File: src/gdda_pkg.sv
// shared types and constants of the grid ray caster
package gdda_pkg;

	// fixed-point format of the fields
	localparam int FRAC_BITS = 16;
	localparam int CELL_W    = 6;
	localparam int POS_W     = 22;
	localparam int DIR_W     = 18;
	localparam int PERP_W    = 24;
	localparam int DIST_W    = 56;

	// reciprocal 2^(2*FRAC_BITS) / |dir| needs one bit more than the shift
	localparam int QUOT_W = 2 * FRAC_BITS + 1;
	localparam int MAG_W  = DIR_W;
	localparam int FRC_W  = FRAC_BITS + 1;
	localparam int PROD_W = FRC_W + QUOT_W;

	localparam logic [FRAC_BITS:0]  FRAC_ONE = {1'b1, {FRAC_BITS{1'b0}}};
	localparam logic [DIST_W-1:0]   DIST_MAX = '1;
	localparam logic [PERP_W-1:0]   PERP_MAX = '1;

	// request kinds carried on s_tuser
	localparam logic REQ_WRITE = 1'b0;
	localparam logic REQ_CAST  = 1'b1;

	// input tdata layout
	localparam int OFS_CELL_X = 0;
	localparam int OFS_CELL_Y = OFS_CELL_X + CELL_W;
	localparam int OFS_WALL   = OFS_CELL_Y + CELL_W;
	localparam int OFS_POS_X  = OFS_WALL + 1;
	localparam int OFS_POS_Y  = OFS_POS_X + POS_W;
	localparam int OFS_DIR_X  = OFS_POS_Y + POS_W;
	localparam int OFS_DIR_Y  = OFS_DIR_X + DIR_W;
	localparam int S_FIELDS_W = OFS_DIR_Y + DIR_W;
	localparam int S_TDATA_W  = ((S_FIELDS_W + 7) / 8) * 8;

	// output tdata layout
	localparam int OFS_PERP   = 0;
	localparam int OFS_HIT_X  = OFS_PERP + PERP_W;
	localparam int OFS_HIT_Y  = OFS_HIT_X + CELL_W;
	localparam int OFS_SIDE   = OFS_HIT_Y + CELL_W;
	localparam int M_FIELDS_W = OFS_SIDE + 1;
	localparam int M_TDATA_W  = ((M_FIELDS_W + 7) / 8) * 8;
	localparam int M_PAD_W    = M_TDATA_W - M_FIELDS_W;

	// cast sequencer states
	typedef enum logic [3:0] {
		ST_IDLE,
		ST_DIVX_GO,
		ST_DIVX_WAIT,
		ST_DIVY_GO,
		ST_DIVY_WAIT,
		ST_MULX,
		ST_MULY,
		ST_STEP,
		ST_TEST,
		ST_OUT
	} cast_state_t;

endpackage

File: src/gdda_recip.sv
// bit-serial restoring divider for the reciprocal 2^(2*FRAC_BITS) / divisor
module gdda_recip (
	input  logic                         clk,
	input  logic                         arst_n,
	input  logic                         start,
	input  logic [gdda_pkg::MAG_W-1:0]   divisor,
	output logic                         done,
	output logic [gdda_pkg::QUOT_W-1:0]  quot
);
	import gdda_pkg::*;

	localparam int CNT_W = $clog2(QUOT_W);

	logic             busy_q;
	logic             done_q;
	logic [CNT_W-1:0] cnt_q;
	logic [MAG_W-1:0] div_q;
	logic [MAG_W-1:0] rem_q;
	logic [QUOT_W-1:0] quot_q;

	logic             num_bit;
	logic [MAG_W:0]   rem_sh;
	logic [MAG_W:0]   rem_diff;
	logic             ge;
	logic [MAG_W-1:0] rem_nx;

	// dividend is a single one in its top bit
	assign num_bit  = (cnt_q == CNT_W'(QUOT_W - 1));
	assign rem_sh   = {rem_q, num_bit};
	assign ge       = (rem_sh >= {1'b0, div_q});
	assign rem_diff = rem_sh - {1'b0, div_q};
	assign rem_nx   = ge ? rem_diff[MAG_W-1:0] : rem_sh[MAG_W-1:0];

	// iteration control
	always_ff @(posedge clk or negedge arst_n) begin
		if (!arst_n) begin
			busy_q <= 1'b0;
			done_q <= 1'b0;
			cnt_q  <= '0;
		end else if (start) begin
			busy_q <= 1'b1;
			done_q <= 1'b0;
			cnt_q  <= CNT_W'(QUOT_W - 1);
		end else if (busy_q) begin
			if (cnt_q == '0) begin
				busy_q <= 1'b0;
				done_q <= 1'b1;
			end else begin
				cnt_q <= cnt_q - CNT_W'(1);
			end
		end else begin
			done_q <= 1'b0;
		end
	end

	// one quotient bit per cycle
	always_ff @(posedge clk) begin
		if (start) begin
			div_q  <= divisor;
			rem_q  <= '0;
			quot_q <= '0;
		end else if (busy_q) begin
			rem_q  <= rem_nx;
			quot_q <= {quot_q[QUOT_W-2:0], ge};
		end
	end

	assign done = done_q;
	assign quot = quot_q;

endmodule

File: config.mk
export PLATFORM = sky130hd
export DESIGN_NAME = gdda_recip
export DESIGN_NICKNAME = d
export VERILOG_FILES = /design/src/gdda_pkg.sv /design/src/gdda_recip.sv
export SDC_FILE = /design/constraint.sdc
export NUM_CORES = 1
export LEC_CHECK = 0
export BUFFER_PORTS_ARGS = -buffer_cell sky130_fd_sc_hd__buf_2
export CORE_ASPECT_RATIO = 0.8
export CORE_MARGIN = 2
export CORE_UTILIZATION = 45
export CTS_BUF_LIST = sky130_fd_sc_hd__clkbuf_2 sky130_fd_sc_hd__clkbuf_4 sky130_fd_sc_hd__clkbuf_8
export CTS_CLUSTER_DIAMETER = 80
export DETAILED_ROUTE_END_ITERATION = 16
export PLACE_DENSITY = 0.65
export SETUP_SLACK_MARGIN = 0.2
export SYNTH_ARGS = -nofsm -noshare
export SYNTH_HDL_FRONTEND = slang
export SYNTH_SLANG_ARGS = --single-unit
File: constraint.sdc
create_clock -name clk -period 3.1 [get_ports clk]
set_input_delay 0.31 -clock clk [delete_from_list [all_inputs] [get_ports clk]]
set_output_delay 0.31 -clock clk [all_outputs]
set_load 0.01 [all_outputs]
==> metrics, run 1 <==
number of antenna violations at the first check in global routing=0; Syn Area/Cell=roughly 10 um^2; DP Wirelength=5372 um; Adder-Cell Fraction of Synth Area=0.06952; Clock Pin Slew Worst Setup and Hold Paths=approximately 0.09 ns; drt first pass iters=4; largest family of logic cells by synthesized area=simple AND/OR/NAND/NOR gates; CP Launch Type=flop; most common flop cell mapped by yosys=dfxtp_1; die width=107.9 um; Slew Viols, Final=0; Compound-Gate Fraction of Synth Area=0.1291; Post-synth ARST share=0.1039; Antenna diodes=0; CP required=~3.4 ns; Post-synth EDFFs=18; number of global-route vias before repair=between 2000 and 3000; Starting Density=0.4603; Max-slew headroom=0.4914; multiplexer share of the synthesized area=0.1120; total die area=roughly 9400 um^2; Worst Path Max Fanout=3; Rows=30; mapped cell area=roughly 3900 um^2; Die H=87.14 um; Finished Cell Area=4614 um^2; Setup crit end kind=flop; Vias/cell=5.122; Hold Crit Class=in2reg; XOR/XNOR share of the synthesized area=0.04055; Final Hold Viols=0; later-pin clock latency in the skew report=about 0.38 ns; post-synthesis cell type count=57; Max Fclk=about 0.36 GHz; drt total wl=approximately 7900 um; number of routed nets with antenna violations=0; crit path kind=reg2reg; Post-Syn Nets=between 400 and 500; fraction of layout cells with a size suffix above 1=0.2430; Congestion Overflow GR=0; post-layout util=0.5464; number of synthesized register bits=77; cells after synthesis=around 390; Synth-to-Final Area Change=18.70%; Total GRT Usage=0.1761; Post-DP Area=roughly 4300 um^2; CTS tree=yes; CTS Buffer Depth=2; total CTS buffers=9; largest net degree at the start of global routing=a little under 60; Avg WL per Cell=13.83 um; Routability Congestion=0.8803; Simple-Gate Fraction of Synth Area=0.1509; Initial DRC Count=about 170; PnR worst setup slack=~0.33 ns; Port Buf Inserts=54; Setup Skew=about 0.017 ns; Placeable Area=between 8000 and 9000 um^2; unrepaired setup endpoints after global routing=true; worst slack, placed=-0.01317 ns; final period utilization=0.8941; global-route wire length before repair=13010 um; nets=498; Leak Pwr=0.002259 uW; I/O pin cnt=55; Sink Count=77; fillcell total=slightly below 800; CTS H-tree depth=3; Peak VDD IR=0.4206 mV; final setup violation count=0; yosys warns=0; max-cap viol count=0; vias=a little under 3000; # DRC=0; Critical Path AT=slightly above 3 ns; status=finished, final reports clean; Root Buffer=clkbuf_8; PwrDens=approximately 860 nW/um^2; min cycle time layout=between 2 and 3 ns; Overall Power=3955 uW; Seq/Total Area, Yosys=0.4532; Worst Max-Slew Pin Slew=0.7630 ns; hold slack=between 0.1 and 0.15 ns
==> logic make-up after synthesis <==
family	count (synthesis)
buffers and inverters	41
AO/OA/AOI/OAI	72
AND/OR/NAND/NOR	121
flip-flops	77
XOR/XNOR	18
adder cells (fa/ha/maj)	21
multiplexers	43
==> layout make-up <==
class	count	area, um^2	area share
Clock buffer	10	131.4	0.02847
Clock inverter	6	67.56	0.01464
Inverter	22	82.58	0.01790
Multi-Input combinational cell	276	2024	0.4387
Sequential cell	77	1763	0.3820
Tap cell	112	140.1	0.03037
Timing Repair Buffer	70	405.4	0.08785
==> per-layer routing <==
metal | vias to the layer above | global-route usage | wire [um]
li1 | 1511 | - | -
met1 | 1357 | 0.2443 | 4047
met2 | 50 | 0.2584 | 3441
met3 | 17 | 0.05385 | 292
met4 | 0 | 0.06643 | 144
met5 | - | 0 | 0
==> synthesized netlist by cell type, types with 4 or more instances <==
cell type | instances | area [um^2]
nand2_1 | 20 | 75.07
dfxtp_1 | 51 | 1021
dfrtp_1 | 8 | 200.2
nor3_1 | 4 | 20.02
ha_1 | 20 | 250.2
o21ai_0 | 9 | 45.04
a21oi_1 | 21 | 105.1
nor2_1 | 65 | 244.0
xor2_1 | 7 | 61.31
clkbuf_1 | 13 | 48.80
a211oi_1 | 16 | 120.1
mux2i_1 | 42 | 420.4
nand2b_1 | 5 | 31.28
xnor2_1 | 11 | 96.34
edfxtp_1 | 18 | 540.5
o31ai_1 | 4 | 30.03
inv_1 | 22 | 82.58
nor3b_1 | 5 | 37.54
nor2b_1 | 4 | 25.02
==> through the flow <==
stage                TNS, ns  cells
floorplan                  0    393
global placement           0    550
detailed placement  -0.01317    550
CTS                        0    567
global route               0    573
finish                     0    573
==> timing repair <==
| item | CTS | global route |
|---|---|---|
| pin swaps | 2 | 9 |
| setup endpoints to repair | 10 | 15 |
| gates resized for setup | 5 | 10 |
| cloned | 0 | 1 |
| setup buffers | 0 | 5 |
| hold buffers | 1 | 0 |
| endpoints found under the hold margin | 8 | 0 |
==> flip-flops by register name (all words and copies together) (netlist names) <==
signal,flops
quot,33
done,1
rem_q,18
busy_q,1
div_q,18
cnt_q,6
==> cell usage in the layout, fill, tap and decap left out, drive strengths merged, types with 2 or more instances in the layout <==
master and n:
nand2 21, edfxtp 18, xor2 7, o31ai 4, nand2b 5, nor3b 5, o21a 2, a211oi 17
mux2i 42, nor4 2, o211ai 2, nand4 4, nand4b 2, clkbuf 10, xnor2 11, nor4b 2
dfxtp 51, nor2b 4, dfrtp 8, buf 69, a21oi 26, nor2 65, o21ai 10, inv 26
ha 20, nor3 4, o311ai 2, o21bai 2
==> power breakdown <==
group	switching (uW)	internal, uW
sequential	139	1190
clock	395	388
combinational	978	861
total	1510	2440
==> critical path, cell delays in order, from the launching register on <==
cell      delay (ns)
dfrtp_1         0.41
inv_2           0.09
ha_4            0.12
nor4b_4         0.18
nand2_1         0.11
ha_2            0.21
fa_2            0.36
nand2b_4        0.16
a21oi_4         0.14
nor2b_2         0.06
o31a_1          0.32
a31oi_2         0.21
xnor2_1         0.09
o31ai_1         0.22
==> final timing paths <==
check | endpoint | startpoint | cells after the start | slack (ns)
min in group asynchronous | cnt_q[1] | arst_n | 2 | 0.30
hold reg to reg | quot[32] | quot[32] | 2 | 0.49
hold / removal | div_q[7] | divisor[7] | 1 | 0.11
setup / recovery | rem_q[14] | cnt_q[1] | 13 | 0.33
max in group asynchronous | busy_q | arst_n | 2 | 2.61
setup reg to reg | rem_q[14] | cnt_q[1] | 13 | 0.33
(Power assumes the default switching activity.)
==> run 2, diff against run 1 <==
- clock period: 3.1 -> 3 ns (I/O delays scaled with it)
==> metrics, run 2 (synthesis results as in run 1) <==
status=finished, final reports clean; CP Launch Type=flop; Rows=30; area of the multi-input gates=around 2000 um^2; Worst Hold Launch=divisor[8]; Flop pwr share=0.327; Vias/cell=between 5 and 6; fraction of layout cells with a size suffix above 1=0.2441; non-filler cells, final=~580; Die H=87.14 um; Placeable Area=8446 um^2; Antenna diodes=0; min cycle time layout=approximately 2.8 ns; Hold Crit Class=in2reg; fillcell total=~760; Starting Density=0.4603; Net Switching=~1500 uW; DP Wirelength=5456 um; die width=107.9 um; Switching Share=0.3628; Final Hold Viols=0; vias=around 3000; Initial DRC Count=approximately 120; Port Buf Inserts=54; PwrDens=between 900 and 1000 nW/um^2; final period utilization=0.9270; Finished Cell Area=about 4700 um^2; CTS tree=yes; Combinational Power Share=0.446; largest net degree at the start of global routing=just over 50; number of routed nets with antenna violations=0; Setup crit end kind=flop; number of global-route vias before repair=~2800; global-route wire length before repair=between 10000 and 15000 um; Setup Skew=between 0.008 and 0.009 ns; P_int=2673 uW; Routability Congestion=approximately 0.81; crit path kind=reg2reg; Setup TNS=0 ns; most common cell after layout, fill and taps aside=nor2_1; Root Buffer=clkbuf_8; unrepaired setup endpoints after global routing=true; placed cells=between 500 and 600; total CTS buffers=9; CTS Buffer Depth=2; Critical Path AT=between 3 and 4 ns; Peak VDD IR=0.4044 mV; later-pin clock latency in the skew report=between 0.3 and 0.4 ns; total die area=between 9000 and 10000 um^2; I/O pin cnt=55; Max Fclk=0.3596 GHz; drt first pass iters=5; final setup violation count=0; Clock power frac=0.226; # DRC=0; Max-slew headroom=0.5923; Synth-to-Final Area Change=19.86%; number of antenna violations at the first check in global routing=0; Congestion Overflow GR=0; Post-DP Area=4290 um^2; drt total wl=7875 um; R2R Path Start=cnt_q[0]; Sink Count=between 70 and 80; Critical Path Start=cnt_q[0]; max-cap viol count=0; Avg WL per Cell=around 14 um; Total GRT Usage=0.1759; Worst Path Max Fanout=2; FF+latch area=1763 um^2; Clock Pin Slew Worst Setup and Hold Paths=about 0.09 ns; nets=500; most frequent cells in the layout=nor2_1 (65), buf_2 (54), dfxtp_1 (51); Leak Pwr=between 0.002 and 0.0025 uW; CTS H-tree depth=3; CP required=roughly 3.3 ns; Slew Viols, Final=0; Worst Max-Slew Pin Slew=~0.60 ns; Largest register FFs=33
[run 2: final timing paths]
| path | end | slack [ns] | cells past startpoint |
|---|---|---|---|
| max | rem_q[14] | 0.22 | 13 |
| min | div_q[8] | 0.12 | 1 |
| max reg2reg | rem_q[14] | 0.22 | 13 |
| min reg2reg | quot[32] | 0.49 | 2 |
| max in group asynchronous | busy_q | 2.50 | 2 |
| min in group asynchronous | done | 0.32 | 2 |
[run 2: critical path: stages, from the launching register on]
cell	delay, ns
dfrtp_1	0.39
inv_2	0.09
ha_4	0.13
nor4b_4	0.18
nand2_1	0.12
ha_2	0.22
fa_2	0.36
nand2b_4	0.16
a21oi_4	0.15
nor2b_2	0.07
o31a_1	0.28
a31oi_1	0.21
xnor2_1	0.11
o31ai_1	0.23
[run 2: cell type report]
| cell class | instances | share of cell area |
|---|---|---|
| Multi-Input combinational cell | 275 | 0.4323 |
| Sequential cell | 77 | 0.3784 |
| Timing Repair Buffer | 73 | 0.08996 |
| Tap cell | 112 | 0.03008 |
| Clock buffer | 10 | 0.02820 |
| Clock inverter | 6 | 0.02336 |
| Inverter | 22 | 0.01772 |
[run 2: stage by stage]
stage	hold WS [ns]	total power (uW)	worst slack [ns]	utilization
5_1_grt	0.09709	4481	0.09215	0.5517
3_3_place_gp	0.1481	3066	0.05694	0.5080
2_1_floorplan	0.004409	2736	0.2284	-
3_5_place_dp	0.1516	3100	-0.05580	0.5080
4_1_cts	0.09398	4140	0.2076	0.5450
6_report	0.1151	4195	0.2191	0.5517
[run 2: routing by layer]
metal / up-vias / global-route usage / part of all wire
li1: 1518 / - / -
met1: 1404 / 0.2418 / 0.50
met2: 49 / 0.2727 / 0.45
met3: 8 / 0.04263 / 0.039
met4: 0 / 0.05944 / 0.011
met5: - / 0 / 0
[run 2: power by group through the flow]
stage / clock network [uW] / logic [uW] / registers, uW
3_5_place_dp: 0 / 1720 / 1380
4_1_cts: 976 / 1800 / 1370
3_3_place_gp: 0 / 1690 / 1380
6_report: 950 / 1870 / 1370
2_1_floorplan: 0 / 1380 / 1360
5_1_grt: 1010 / 2070 / 1400
[run 2: repair_timing]
action,in CTS,in global routing
endpoints found under the setup margin,6,10
hold endpoints to repair,8,0
pin swaps,4,11
hold buffers,1,0
gates resized for setup,9,6
setup buffers,2,5
==> run 3, diff against run 2 <==
- CORE_ASPECT_RATIO: 0.8 -> not set
- GPL_TIMING_DRIVEN: not set -> 0
==> metrics, run 3 (synthesis results as in run 1) <==
Placeable Area=between 8000 and 9000 um^2; Max-slew headroom=0.5331; Leak Pwr=roughly 0.0023 uW; DP Wirelength=about 6000 um; most frequent cells in the layout=nor2_1 (65), buf_2 (55), dfxtp_1 (51); Largest register FFs=33; CP required=3.27 ns; Starting Density=0.4684; Clock Pin Slew Worst Setup and Hold Paths=roughly 0.090 ns; Worst Path Max Fanout=2; delay of the slowest cell on the worst path=~0.40 ns; Final Hold Viols=0; Congestion Overflow GR=0; Port Buf Inserts=54; post-layout util=0.5617; Initial DRC Count=129; Setup Skew=approximately 0.0096 ns; Root Buffer=clkbuf_8; CP max stage cell=dfrtp_1; crit path kind=reg2reg; later-pin clock latency in the skew report=about 0.36 ns; die width=roughly 97 um; final setup violation count=0; Hold Crit Class=in2reg; Peak VDD IR=approximately 0.39 mV; fraction of layout cells with a size suffix above 1=0.2331; PnR worst setup slack=around 0.25 ns; final period utilization=0.9170; met1 Resource Use GR=0.2652; PwrDens=a little under 900 nW/um^2; Max Fclk=around 0.36 GHz; CTS Buffer Depth=2; Vias/cell=5.234; global-route wire length before repair=about 15000 um; min cycle time layout=between 2 and 3 ns; unrepaired setup endpoints after global routing=true; # DRC=0; Worst Max-Slew Pin Slew=around 0.70 ns; Slew Viols, Final=0; Synth-to-Final Area Change=19.92%; Worst path most repeated cell=ha_4; Total GRT Usage=0.1880; CP Launch Type=flop; total CTS buffers=9; Die H=about 97 um; critical-path cell list=inv_2 -> ha_4 -> nor4b_4 -> nand2_2 -> ha_4 -> fa_2 -> nand2b_4 -> a21oi_4 -> nor2b_2 -> o31a_1 -> a31oi_2 -> xnor2_1 -> o31ai_1; Rows=33; critical path's top delay family=compound AO/OA/AOI/OAI gates; Antenna diodes=0; vias=between 3000 and 4000; GRT met2 Usage=0.2858; most common cell after layout, fill and taps aside=nor2_1; Critical Path AT=a little over 3 ns; Sink Count=77; status=finished, final reports clean; I/O pin cnt=55; M3 GR Usage=0.04986; drt total wl=roughly 8500 um; CTS tree=yes; number of antenna violations at the first check in global routing=0; critical path buffer and inverter count=1; Routability Congestion=around 0.9; total die area=9398 um^2; number of global-route vias before repair=about 3000; max-cap viol count=0; Avg WL per Cell=around 15 um; number of routed nets with antenna violations=0; drt first pass iters=4; hold slack=around 0.11 ns; Setup crit end kind=flop; worst slack, placed=-0.1861 ns; busiest layer in global routing=met2; CTS H-tree depth=3; largest net degree at the start of global routing=22; nets=between 500 and 600
-- run 3: worst reg2reg max path, delay by kind of cell, from the launching register on --
kind / cells / cell delay, ns
compound gates: 4 / 0.85
xor+xnor: 1 / 0.10
fa+ha+maj: 3 / 0.66
buf+inv: 1 / 0.09
flops: 1 / 0.40
simple gates: 4 / 0.57
-- run 3: stage by stage --
stage               std cells  power [uW]  area (um^2)  setup TNS, ns
finish                    577        4120         4662              0
global route              577        4407         4662              0
CTS                       572        4020         4573              0
detailed placement        552        3093         4289        -0.4219
global placement          552        3061         4289        -0.3829
floorplan                 393        2736         3887              0
-- run 3: cell type report --
cell class / instances / area, um^2
inverter: 22 / 82.58
timing repair buffer: 63 / 340.3
sequential: 77 / 1762
multi-input combinational: 275 / 2046
fill: 753 / 3637
tap: 105 / 131.4
buffer: 19 / 95.09
clock inverter: 7 / 81.33
clock buffer: 9 / 123.9
-- run 3: what timing repair did --
| item | CTS | global route |
|---|---|---|
| endpoints found under the setup margin | 18 | 17 |
| cloned | 0 | 0 |
| endpoints found under the hold margin | 8 | 0 |
| setup buffers | 3 | 5 |
| pin swaps | 4 | 4 |
| resized for setup | 10 | 12 |
| hold buffers | 1 | 0 |
-- run 3: worst paths after layout --
kind,from,endpoint,slack [ns],depth (start not counted)
max,cnt_q[0],rem_q[14],0.25,13
min,divisor[0],div_q[0],0.11,1
max reg2reg,cnt_q[0],rem_q[14],0.25,13
min reg2reg,done,done,0.50,2
max in group asynchronous,arst_n,cnt_q[4],2.52,2
min in group asynchronous,arst_n,cnt_q[5],0.31,2
-- run 3: power by group --
| group | internal [uW] | leakage [uW] | switching (uW) |
|---|---|---|---|
| sequential | 1230 | 0.000686 | 142 |
| combinational | 884 | 0.00147 | 1030 |
| clock | 398 | 0.000103 | 429 |
| total | 2520 | 0.00226 | 1600 |
-- run 3: per-layer routing --
metal | share of wire | wire [um] | up-vias
met4 | 0.011 | 95 | 0
met5 | 0 | 0 | -
li1 | - | - | 1533
met1 | 0.48 | 4087 | 1423
met2 | 0.46 | 3944 | 55
met3 | 0.043 | 365 | 9
